--- config.mk ---
export PLATFORM = sky130hd
export DESIGN_NAME = dtic_step
export DESIGN_NICKNAME = d
export VERILOG_FILES = /design/src/hw/rtl/dtic_pkg.sv /design/src/hw/rtl/dtic_step.sv
export SDC_FILE = /design/constraint.sdc
export NUM_CORES = 1
export LEC_CHECK = 0
export BUFFER_PORTS_ARGS = -buffer_cell sky130_fd_sc_hd__buf_2
export CELL_PAD_IN_SITES_DETAIL_PLACEMENT = 1
export CELL_PAD_IN_SITES_GLOBAL_PLACEMENT = 1
export CORE_MARGIN = 1
export CORE_UTILIZATION = 41
export DETAILED_ROUTE_END_ITERATION = 12
export GPL_TIMING_DRIVEN = 1
export PLACE_DENSITY_LB_ADDON = 0.05
export SYNTH_ARGS = -nofsm -noshare
export SYNTH_HDL_FRONTEND = slang
export SYNTH_SLANG_ARGS = --single-unit
--- constraint.sdc ---
create_clock -name vclk -period 10.2
set_clock_uncertainty 0.15 [all_clocks]
set_input_delay 2.04 -clock vclk [all_inputs]
set_output_delay 2.04 -clock vclk [all_outputs]
set_load 0.02 [all_outputs]
--- src/hw/rtl/dtic_pkg.sv ---
// dtic_pkg: types and constants for the decimal text to integer checker.
// Shared by dtic_step and decimal_text_to_int_checker; depends on nothing.

package dtic_pkg;

   // Parse phase codes
   localparam logic [1:0] PH_LEAD   = 2'd0;
   localparam logic [1:0] PH_SIGN   = 2'd1;
   localparam logic [1:0] PH_DIGITS = 2'd2;
   localparam logic [1:0] PH_TRAIL  = 2'd3;

   // Magnitude limits, 33 bits wide
   localparam logic [32:0] POS_LIMIT = 33'd2147483647;
   localparam logic [32:0] NEG_LIMIT = 33'd2147483648;

   // Character codes
   localparam logic [7:0] CH_NUL   = 8'd0;
   localparam logic [7:0] CH_TAB   = 8'd9;
   localparam logic [7:0] CH_CR    = 8'd13;
   localparam logic [7:0] CH_SPACE = 8'd32;
   localparam logic [7:0] CH_PLUS  = 8'd43;
   localparam logic [7:0] CH_MINUS = 8'd45;
   localparam logic [7:0] CH_ZERO  = 8'd48;
   localparam logic [7:0] CH_NINE  = 8'd57;

   typedef struct packed {
      logic [7:0] text_byte;
      logic       last_byte;
   } req_word_type;

   typedef struct packed {
      logic signed [31:0] parsed_value;
      logic [7:0]         exit_code;
      logic               bad_number;
   } rsp_word_type;

   typedef struct packed {
      logic [1:0]  phase;
      logic [31:0] magnitude;
      logic        negative;
      logic        error;
      logic        ended;
   } parse_state_type;

endpackage

--- src/hw/rtl/dtic_step.sv ---
// dtic_step: next parse state and result for one text byte (combinational).
// Depends on dtic_pkg.

module dtic_step (
   input  dtic_pkg::parse_state_type cur_state,
   input  logic [7:0]                text_byte,
   output dtic_pkg::parse_state_type next_state,
   output dtic_pkg::rsp_word_type    result
);

   logic        is_space;
   logic        is_digit;
   logic [35:0] times_ten;
   logic [35:0] accum;
   logic [32:0] limit;
   logic        overflow;
   logic        final_error;
   logic [31:0] value;

   assign is_space = ((text_byte >= dtic_pkg::CH_TAB) && (text_byte <= dtic_pkg::CH_CR))
                     || (text_byte == dtic_pkg::CH_SPACE);
   assign is_digit = (text_byte >= dtic_pkg::CH_ZERO) && (text_byte <= dtic_pkg::CH_NINE);

   // magnitude * 10 as (m << 3) + (m << 1), plus the digit
   assign times_ten = {1'b0, cur_state.magnitude, 3'b000}
                    + {3'b000, cur_state.magnitude, 1'b0};
   assign accum     = times_ten + {32'd0, text_byte[3:0]};
   assign limit     = cur_state.negative ? dtic_pkg::NEG_LIMIT : dtic_pkg::POS_LIMIT;
   assign overflow  = accum > {3'b000, limit};

   always_comb begin
      next_state = cur_state;
      if (!cur_state.ended && !cur_state.error) begin
         if (text_byte == dtic_pkg::CH_NUL) begin
            next_state.ended = 1'b1;
            if (cur_state.phase == dtic_pkg::PH_LEAD || cur_state.phase == dtic_pkg::PH_SIGN) begin
               next_state.error = 1'b1;
            end
         end else begin
            unique case (cur_state.phase)
               dtic_pkg::PH_LEAD: begin
                  if (is_space) begin
                     next_state.phase = dtic_pkg::PH_LEAD;
                  end else if (text_byte == dtic_pkg::CH_PLUS
                               || text_byte == dtic_pkg::CH_MINUS) begin
                     next_state.negative = (text_byte == dtic_pkg::CH_MINUS);
                     next_state.phase    = dtic_pkg::PH_SIGN;
                  end else if (is_digit) begin
                     next_state.phase = dtic_pkg::PH_DIGITS;
                     if (overflow) next_state.error = 1'b1;
                     else          next_state.magnitude = accum[31:0];
                  end else begin
                     next_state.error = 1'b1;
                  end
               end
               dtic_pkg::PH_SIGN, dtic_pkg::PH_DIGITS: begin
                  if (is_digit) begin
                     next_state.phase = dtic_pkg::PH_DIGITS;
                     if (overflow) next_state.error = 1'b1;
                     else          next_state.magnitude = accum[31:0];
                  end else if (is_space && cur_state.phase == dtic_pkg::PH_DIGITS) begin
                     next_state.phase = dtic_pkg::PH_TRAIL;
                  end else begin
                     next_state.error = 1'b1;
                  end
               end
               dtic_pkg::PH_TRAIL: begin
                  if (!is_space) next_state.error = 1'b1;
               end
               default: next_state.error = 1'b1;
            endcase
         end
      end
   end

   // Result as seen at the end of the string
   assign final_error = next_state.error
                        || (!next_state.ended && (next_state.phase == dtic_pkg::PH_LEAD
                                                  || next_state.phase == dtic_pkg::PH_SIGN));
   assign value = final_error        ? 32'd0 :
                  next_state.negative ? (32'd0 - next_state.magnitude) :
                                        next_state.magnitude;

   assign result.parsed_value = value;
   assign result.exit_code    = value[7:0];
   assign result.bad_number   = final_error;

endmodule

Word-level counts from Yosys, hierarchy flattened
Index checks and enable logic that the tools add are counted.

storage, ports and cells
  bits in registers = 0
  input port bits = 45
  output and inout bits = 78
  logic and storage cells = 59

operators by class
  add/subtract/negate cells = 3
  magnitude comparators = 5
  equal/unequal tests = 7
  mux-type cells = 27
  reduce and logical (&&, ||, !) cells = 17

operator list
  operator                 number
  $mux W32                 6
  $mux W34                 2
  $pmux W34 S2             1
  $mux W37                 1
  $add A35 B33 Y36         1
  $add A36 B4 Y36          1
  $gt A36 B32 Y1           1
  $mux W35                 1
  $sub A1 B32 Y32 const A  1
  $eq A8 B6 Y1 const B     3
  $mux W1                  11
  $ge A8 B4 Y1 const B     1
  $ge A8 B6 Y1 const B     1
  $le A8 B4 Y1 const B     1
  $le A8 B6 Y1 const B     1
  $logic_not A8 Y1         1
  $mux W2                  4
  $logic_and A1 B1 Y1      5
  $logic_or A1 B1 Y1       5
  $eq A2 B1 Y1 const B     2
  $eq A2 B2 Y1 const B     2
  $logic_not A2 Y1         2
  $logic_not A1 Y1         3
  $pmux W1 S3              1
  $reduce_or A2 Y1         1

Longest topological paths before layout
Gate-level depths: netlist of run 1.

  depth in word-level cells = 15
  mapped depth = 29

Worst setup path before layout of run 1
OpenSTA, ideal clock, no wires.

  path kind = input -> output
  start = input port cur_state[3] (netlist bit)
  end = output port result[19] (netlist bit)
  arrival = 7892 ps
  required time = 8010 ps
  setup slack = 118 ps
  cell stages on the path = 26
  path buffers = 3
  path through = fa_1 -> ha_1 -> a211oi_1 -> o21ai_1 -> o311ai_2 -> nand2_1 -> a21oi_1 -> o21bai_1 -> xnor2_1 -> inv_1 -> ha_1 -> a21oi_1 -> o21ai_0 -> or3_1 -> a221o_1 -> o21ai_1 -> o21a_1 -> and4_4 -> buf_6 -> buf_6 -> clkbuf_1 -> nor2_1 -> nor3_1 -> o31ai_1 -> xor2_1 -> nor2_1

RTL lines
  what                RTL line        RTL
  start: declaration  dtic_step.sv:5  input dtic_pkg::parse_state_type cur_state,
  end: declaration    dtic_step.sv:8  output dtic_pkg::rsp_word_type result

==> flow_summary.toml, run 1 <==
[cells_and_area]
layout_common_cells = "buf_4 (143), buf_2 (110), nor2_1 (85), ha_1 (85), nand2_1 (62)"
fillCellCount = 1638
regArea_um2 = 0
diodes = 0
area_growth_syn_to_layout_pct = 45.4
layout_commonest_cell = "buf_4"
nClkBuffers = 0
final_area_mm2 = 0.00791
multi_input_area_mm2 = 0.00562
drive_gt1_share_pct = 39.9
nets = 1148
nFlopsAndLatches = 0

[worst_setup_path]
cp-start-kind = "primary input"
cp-end-kind = "output pin"
worst-setup-path-type = "primary input to output pin"
critical_path_arrival_ns = 8.62
crit_slowest_cell = "o31ai_1"
cp_slowest_stage_delay_ns = 0.47
path_common_cell = "buf_4"
critical_path_required_ns = 8.01
critPathMaxFanout = 7

[pwr]
power_mw = 0.716
power_density_mw_per_mm2 = 90.6
max-vdd-ir-drop_mv = 0.0539
leakage_nw = 3.81

[route]
antenna_left = 0
wl_per_cell_um = 25.0
drc_errors = 0
viasPerCell = 6.55
drt-initial-drc-count = 705
wirelength_mm = 29.3
dr.pass1.iters = 5
via_count = 7674

[sta]
setup_tns_ns = -14.45
setup_viol = 42
hold_viol = 0
fin_crit_ns = 10.81
fin_ws_ns = -0.613
tightest_slew_ns = 1.22
max_freq_mhz = 92.5
slew_headroom_pct = 17.9
grt_setup_unrepaired = "true"
fin_crit_sh_pct = 106
drv_slew = 0

[run_status]
violations = "negative setup slack"
status = "complete, but fails checks"

[placement]
hpwl_mm = 19.2
port_buffers = 123
globalplace.congestion = 0.890
detailed_place.area_mm2 = 0.00681

[synth]
synth_cell_types = 86
syn_area_per_cell_um2 = 7.05
synth.top_cell.area_share_pct = 23.0
synthTopCellsByArea = "ha_1 (23%), a21oi_1 (6.4%), nor2_1 (5.9%)"
syn-cell-area_mm2 = 0.00544
synth.largest_area_cell = "ha_1"
synth_fp_nets = 918
syn_inst = 771
yosys_warnings = 0
yosysSeqAreaShare_pct = 0

[die]
dieArea_mm2 = 0.0137
io_pins = 123
fp.dieW_um = 117
die_h_um = 117
row_count = 41
core-area_mm2 = 0.0128
initial_core_util_pct = 42.6

[global_routing]
grt_max_degree = 34
grt_pass1_vias = 7225
grt_overflow = 0
antenna_found_initial = 0
gr-usage-all-layers_pct = 35.2
grt_pass1_wl_mm = 37.3

[flow_run]
drv_cap = 0

[cts]
holdBufCountCts = 0

[worst_hold_path]
min_path_type = "primary input to output pin"
hold_depth = 3
[critical path: cells and delay by family]
kind,cells,cell delay [ns]
AOI/OAI and AO/OA,8,1.79
adders and majority gates,3,0.92
and+or+nand+nor,9,2.05
buffers and inverters,10,1.56
xor gates and xnor gates,2,0.24
[worst paths after layout]
| path | slack, ns | end | startpoint |
|---|---|---|---|
| min | 4.32 | next_state[0] | cur_state[0] |
| max | -0.61 | result[31] | cur_state[17] |
[cell usage after synthesis (all sizes together) (7+ instances only)]
master and count:
ha 100, nor2 86, a21oi 71, nand2 69, o21ai 64, inv 41
buf 37, xnor2 33, nor3 23, xor2 23, nand4 18, a21o 14
a31oi 14, clkbuf 13, o21a 13, nand3 12, o41ai 12, o31ai 11
and3 7
[area by class of cell]
class / instances / share of cell area [%]
Multi-Input combinational cell: 681 / 71.0
Timing Repair Buffer: 276 / 24.3
Tap cell: 172 / 2.72
Inverter: 42 / 1.99
[power breakdown]
| group | total, mW | internal (mW) | switching [mW] |
|---|---|---|---|
| clock network | 0 | 0 | 0 |
| logic | 0.716 | 0.285 | 0.431 |
| registers | 0 | 0 | 0 |
| total | 0.716 | 0.285 | 0.431 |
[kinds of logic after synthesis]
kind of cell,count (synthesis),synth area share (%)
XOR/XNOR,56,9.02
AO/OA/AOI/OAI,263,34.0
buffers and inverters,92,8.79
multiplexers,4,0.805
AND/OR/NAND/NOR,254,23.7
adder cells (fa/ha/maj),102,23.7
[per-layer routing]
layer	global-route usage, %	vias up	part of all wire [%]
li1	-	3329	-
met2	66.7	473	49
met1	39.2	3678	37
met3	2.99	194	6.9
met4	17.2	0	7.4
met5	0	-	0
[through the flow]
step / setup slack, ns / cells / utilization (%) / hold WS, ns
finish: -0.613 / 1171 / 61.9 / 4.32
global route: -0.713 / 1171 / 61.9 / 4.35
floorplan: 0.118 / 771 / - / 4.09
CTS: 0.0109 / 1152 / 56.7 / 4.33
global placement: -0.139 / 1126 / 53.3 / 4.31
detailed placement: -0.391 / 1126 / 53.3 / 4.32
[repair_timing]
action	4_1_cts	5_1_grt
cloned	1	2
setup buffers	25	18
pin swaps	29	37
setup endpoints to repair	39	42
endpoints found under the hold margin	0	0
resized for setup	47	95
Note: power is estimated with default switching activity, not from simulation.
==> inputs of run 2 (changes only) <==
--- a/config.mk
+++ b/config.mk
@@ -13,6 +13,7 @@
 export DETAILED_ROUTE_END_ITERATION = 12
 export GPL_TIMING_DRIVEN = 1
 export PLACE_DENSITY_LB_ADDON = 0.05
+export REMOVE_ABC_BUFFERS = 1
 export SYNTH_ARGS = -nofsm -noshare
 export SYNTH_HDL_FRONTEND = slang
 export SYNTH_SLANG_ARGS = --single-unit
==> run 2 against run 1 <==
The run still ends with negative setup slack left; critical path depth decreased by 1; non-clock buffer count is 13 higher; cell count up 1.0%; power grew 0.27%; cell area is 1.1% higher; combinational power is essentially flat; critical endpoint is now result[20]; largest cell class unchanged; largest power group unchanged; highest routed layer unchanged.
==> flow_summary.toml, run 2 (synthesis gave the netlist of run 1 again) <==
[worst_hold_path]
hold_depth = 3
min_path_type = "primary input to output pin"
hold_end = "next_state[0]"
hp-start = "cur_state[0]"

[die]
io_pins = 123
row_count = 41
core-area_mm2 = 0.0128
fp.dieW_um = 117
initial_core_util_pct = 42.6
dieArea_mm2 = 0.0137
die_h_um = 117

[cells_and_area]
layout_common_cells = "buf_4 (158), buf_2 (115), ha_1 (87)"
stdcell_count = 1183
final_area_mm2 = 0.00799
nFlopsAndLatches = 0
nets = 1160
regArea_um2 = 0
layout_commonest_cell = "buf_4"
diodes = 0
area_growth_syn_to_layout_pct = 46.9
drive_gt1_share_pct = 41.4
nClkBuffers = 0

[route]
via_count = 7769
wirelength_mm = 29.9
drt-initial-drc-count = 732
drc_errors = 0
dr.pass1.iters = 7
wl_per_cell_um = 25.2
antenna_left = 0
viasPerCell = 6.57

[global_routing]
gr-usage-all-layers_pct = 35.0
grt_max_degree = 34
grt_overflow = 0
antenna_found_initial = 0
grt_pass1_vias = 7212
grt_pass1_wl_mm = 37.5

[sta]
tightest_slew_ns = 1.29
setup_viol = 22
fin_ws_ns = -0.290
drv_slew = 0
setup_tns_ns = -3.60
max_freq_mhz = 95.3
fin_crit_sh_pct = 103
fin_crit_ns = 10.49
grt_setup_unrepaired = "true"
hold_viol = 0
slew_headroom_pct = 13.5

[worst_setup_path]
path_common_cell = "buf_4"
cp-end-kind = "output pin"
worst-setup-path-type = "primary input to output pin"
cp-start-kind = "primary input"
cp_slowest_stage_delay_ns = 0.61
crit_slowest_cell = "fa_2"
critPathMaxFanout = 8
critical_path_required_ns = 8.01
critical_path_arrival_ns = 8.30

[pwr]
leakage_nw = 3.88
power_mw = 0.718
power_density_mw_per_mm2 = 89.8
max-vdd-ir-drop_mv = 0.0381

[placement]
port_buffers = 123
hpwl_mm = 19.1
globalplace.congestion = 0.922
detailed_place.area_mm2 = 0.00683
dp_worst_setup_slack_ns = -0.243
placed_cells = 1128

[run_status]
violations = "negative setup slack"
status = "complete, but fails checks"

[flow_run]
drv_cap = 0
-- run 2: cell count changes in the layout (fill, tap and decap cells not counted), moves of 4 or more --
cell   previous run  this run
buf_4           143       158
buf_6            19        10
buf_2           110       115
ha_4             14        10
-- run 2: through the flow --
step	utilization, %	hold slack (ns)
after global placement	53.5	4.31
after global routing	62.6	4.34
final	62.6	4.32
after CTS	57.0	4.32
after detailed placement	53.5	4.32
after floorplan	-	4.09
-- run 2: what timing repair did --
item	CTS	global route
gates cloned	1	1
hold buffers	0	0
endpoints found under the setup margin	40	41
gates resized for setup	39	99
buffers inserted	29	25
pin swaps	30	58
-- run 2: layout make-up --
class	instances	area, um^2
fillers	1622	4780
repair buffers	289	1990
well taps	172	215
inverters	42	158
multi-input cells	680	5630
-- run 2: critical path, delay by kind of cell --
kind / cells / cell delay [ns]
compound gates: 12 / 2.27
xor+xnor: 2 / 0.34
fa+ha+maj: 3 / 1.05
buf+inv: 8 / 1.20
simple gates: 6 / 1.39
-- run 2: worst max path at each step --
| stage | start | endpoint | slack (ns) | depth (start not counted) |
|---|---|---|---|---|
| CTS | text_byte[3] | result[36] | 0.001 | 28 |
| global route | cur_state[3] | result[20] | -0.39 | 31 |
| finish | cur_state[3] | result[20] | -0.29 | 31 |
| detailed placement | cur_state[3] | result[39] | -0.24 | 28 |
| global placement | cur_state[10] | result[36] | -0.04 | 29 |
| floorplan | cur_state[3] | result[24] | -0.008 | 24 |
-- run 2: report_power, final --
part	internal (mW)	switching [mW]
sequential	0	0
clock	0	0
combinational	0.283	0.435
-- run 2: per-layer routing --
layer | part of all wire [%] | up-vias | global-route usage (%)
met3 | 6.5 | 183 | 2.37
met1 | 37 | 3760 | 41.6
met2 | 48 | 473 | 64.6
li1 | - | 3353 | -
met4 | 7.9 | 0 | 15.0
met5 | 0 | - | 0
==> inputs of run 3 (changes only) <==
==> constraint.sdc (replaced) <==
create_clock -name vclk -period 10.2
set_clock_uncertainty 0.15 [all_clocks]
set_input_delay 1.53 -clock vclk [all_inputs]
set_output_delay 1.53 -clock vclk [all_outputs]
set_load 0.02 [all_outputs]
==> run 3 against run 2 <==
The flow now finishes without violations; first-iteration DRC count fell by 53%; global-route usage fell by 4.4 points; utilization fell by 15 points; cell area fell by 24%; non-clock buffer count fell by 157; via count fell by 20%; clock-buffer cell count did not move; cell count fell by 13%; combinational power fell by 30%; critical endpoint is now result[34].
==> flow_summary.toml, run 3 (synthesis gave the netlist of run 1 again) <==
[die]
row_count = 41
core-area_mm2 = 0.0128
initial_core_util_pct = 42.6
io_pins = 123
dieArea_mm2 = 0.0137
die_h_um = 117
fp.dieW_um = 117

[sta]
tightest_slew_ns = 0.904
drv_slew = 0
setup_viol = 0
hold_viol = 0
fin_ws_ns = 0.415
fin_crit_ns = 9.79
slew_headroom_pct = 39.3
setup_tns_ns = 0
grt_setup_unrepaired = "false"
max_freq_mhz = 102
fin_crit_sh_pct = 95.9

[worst_setup_path]
crit_slowest_cell = "ha_1"
cp_slowest_stage_delay_ns = 0.44
cp-start-kind = "primary input"
critPathMaxFanout = 11
worst-setup-path-type = "primary input to output pin"
cp-end-kind = "output pin"
critical_path_required_ns = 8.52
critical_path_arrival_ns = 8.11

[placement]
globalplace.congestion = 0.991
dp_worst_setup_slack_ns = 0.398
detailed_place.area_mm2 = 0.00602
port_buffers = 123
hpwl_mm = 17.8

[worst_hold_path]
min_path_type = "primary input to output pin"

[route]
dr.pass1.iters = 5
wirelength_mm = 21.0
drc_errors = 0
viasPerCell = 6.07
antenna_left = 0
drt-initial-drc-count = 341
wl_per_cell_um = 20.5
via_count = 6222

[cells_and_area]
nets = 1002
nFlopsAndLatches = 0
drive_gt1_share_pct = 21.2
layout_commonest_cell = "buf_2"
area_growth_syn_to_layout_pct = 11.0
final_area_mm2 = 0.00604
nClkBuffers = 0
diodes = 0
final_util_pct = 47.3
layout_common_cells = "buf_2 (123), ha_1 (100), nor2_1 (86)"
regArea_um2 = 0
fillCellCount = 1708

[flow_run]
drv_cap = 0

[pwr]
switchingPower_mw = 0.327
max-vdd-ir-drop_mv = 0.0399
p_int_mw = 0.178
netSwitchingFraction_pct = 64.8
seqPwrFrac_pct = 0
power_mw = 0.505
power_density_mw_per_mm2 = 83.5
leakage_nw = 2.86
combPwrFrac_pct = 100.0
power.share.clock_pct = 0

[cts]
holdBufCountCts = 0
cts_setup_buffers = 0
cts_resized = 0

[run_status]
status = "finished clean"

[global_routing]
grt_max_degree = 34
grt_pass1_vias = 6190
antenna_found_initial = 0
grt_pass1_wl_mm = 33.0
gr-usage-all-layers_pct = 30.7
grt_overflow = 0
## run 3: cell types whose count changed in the layout (fill, tap and decap cells not counted), moves of 5 or more
cell / previous run / this run
o41ai_4: 5 / 0
ha_4: 10 / 0
o21ai_2: 8 / 3
a21oi_2: 17 / 2
buf_2: 115 / 123
buf_4: 158 / 9
a21oi_1: 52 / 69
ha_1: 87 / 100
buf_6: 10 / 0
o21ai_0: 45 / 52
## run 3: worst paths after layout
check	start	to	slack, ns	depth (start not counted)
worst max-delay path	cur_state[14]	result[34]	0.41	28
worst min-delay path	cur_state[0]	next_state[0]	3.29	3
## run 3: cell type report
class / count / area [um^2] / share of cell area [%]
repair buffers: 132 / 683 / 11.3
inverters: 42 / 158 / 2.61
multi-input cells: 679 / 4980 / 82.5
well taps: 172 / 215 / 3.56
## run 3: layer usage
layer | part of all wire (%) | wire length [um] | GRT usage (%) | vias to the layer above
met5 | 0 | 0 | 0 | -
met4 | 2.2 | 460 | 6.92 | 0
met3 | 3.9 | 819 | 1.49 | 30
met2 | 50 | 10600 | 57.0 | 176
met1 | 43 | 9150 | 38.7 | 2989
li1 | - | - | - | 3027
## run 3: power groups by stage
stage	clock network (mW)	logic, mW	registers (mW)
floorplan	0	0.339	0
finish	0	0.505	0
CTS	0	0.499	0
global placement	0	0.480	0
detailed placement	0	0.496	0
global route	0	0.556	0
## run 3: critical path: cells and delay by family
kind                     cells  cell delay (ns)
AO/OA/AOI/OAI               13             2.93
XOR/XNOR                     2             0.33
buffers and inverters        4             0.66
adder cells (fa/ha/maj)      3             1.03
AND/OR/NAND/NOR              6             1.60
## run 3: metrics by stage
stage,cells,hold WS [ns]
finish,1025,3.29
global route,1025,3.33
CTS,1025,3.29
detailed placement,1025,3.29
global placement,1025,3.29
floorplan,721,3.07
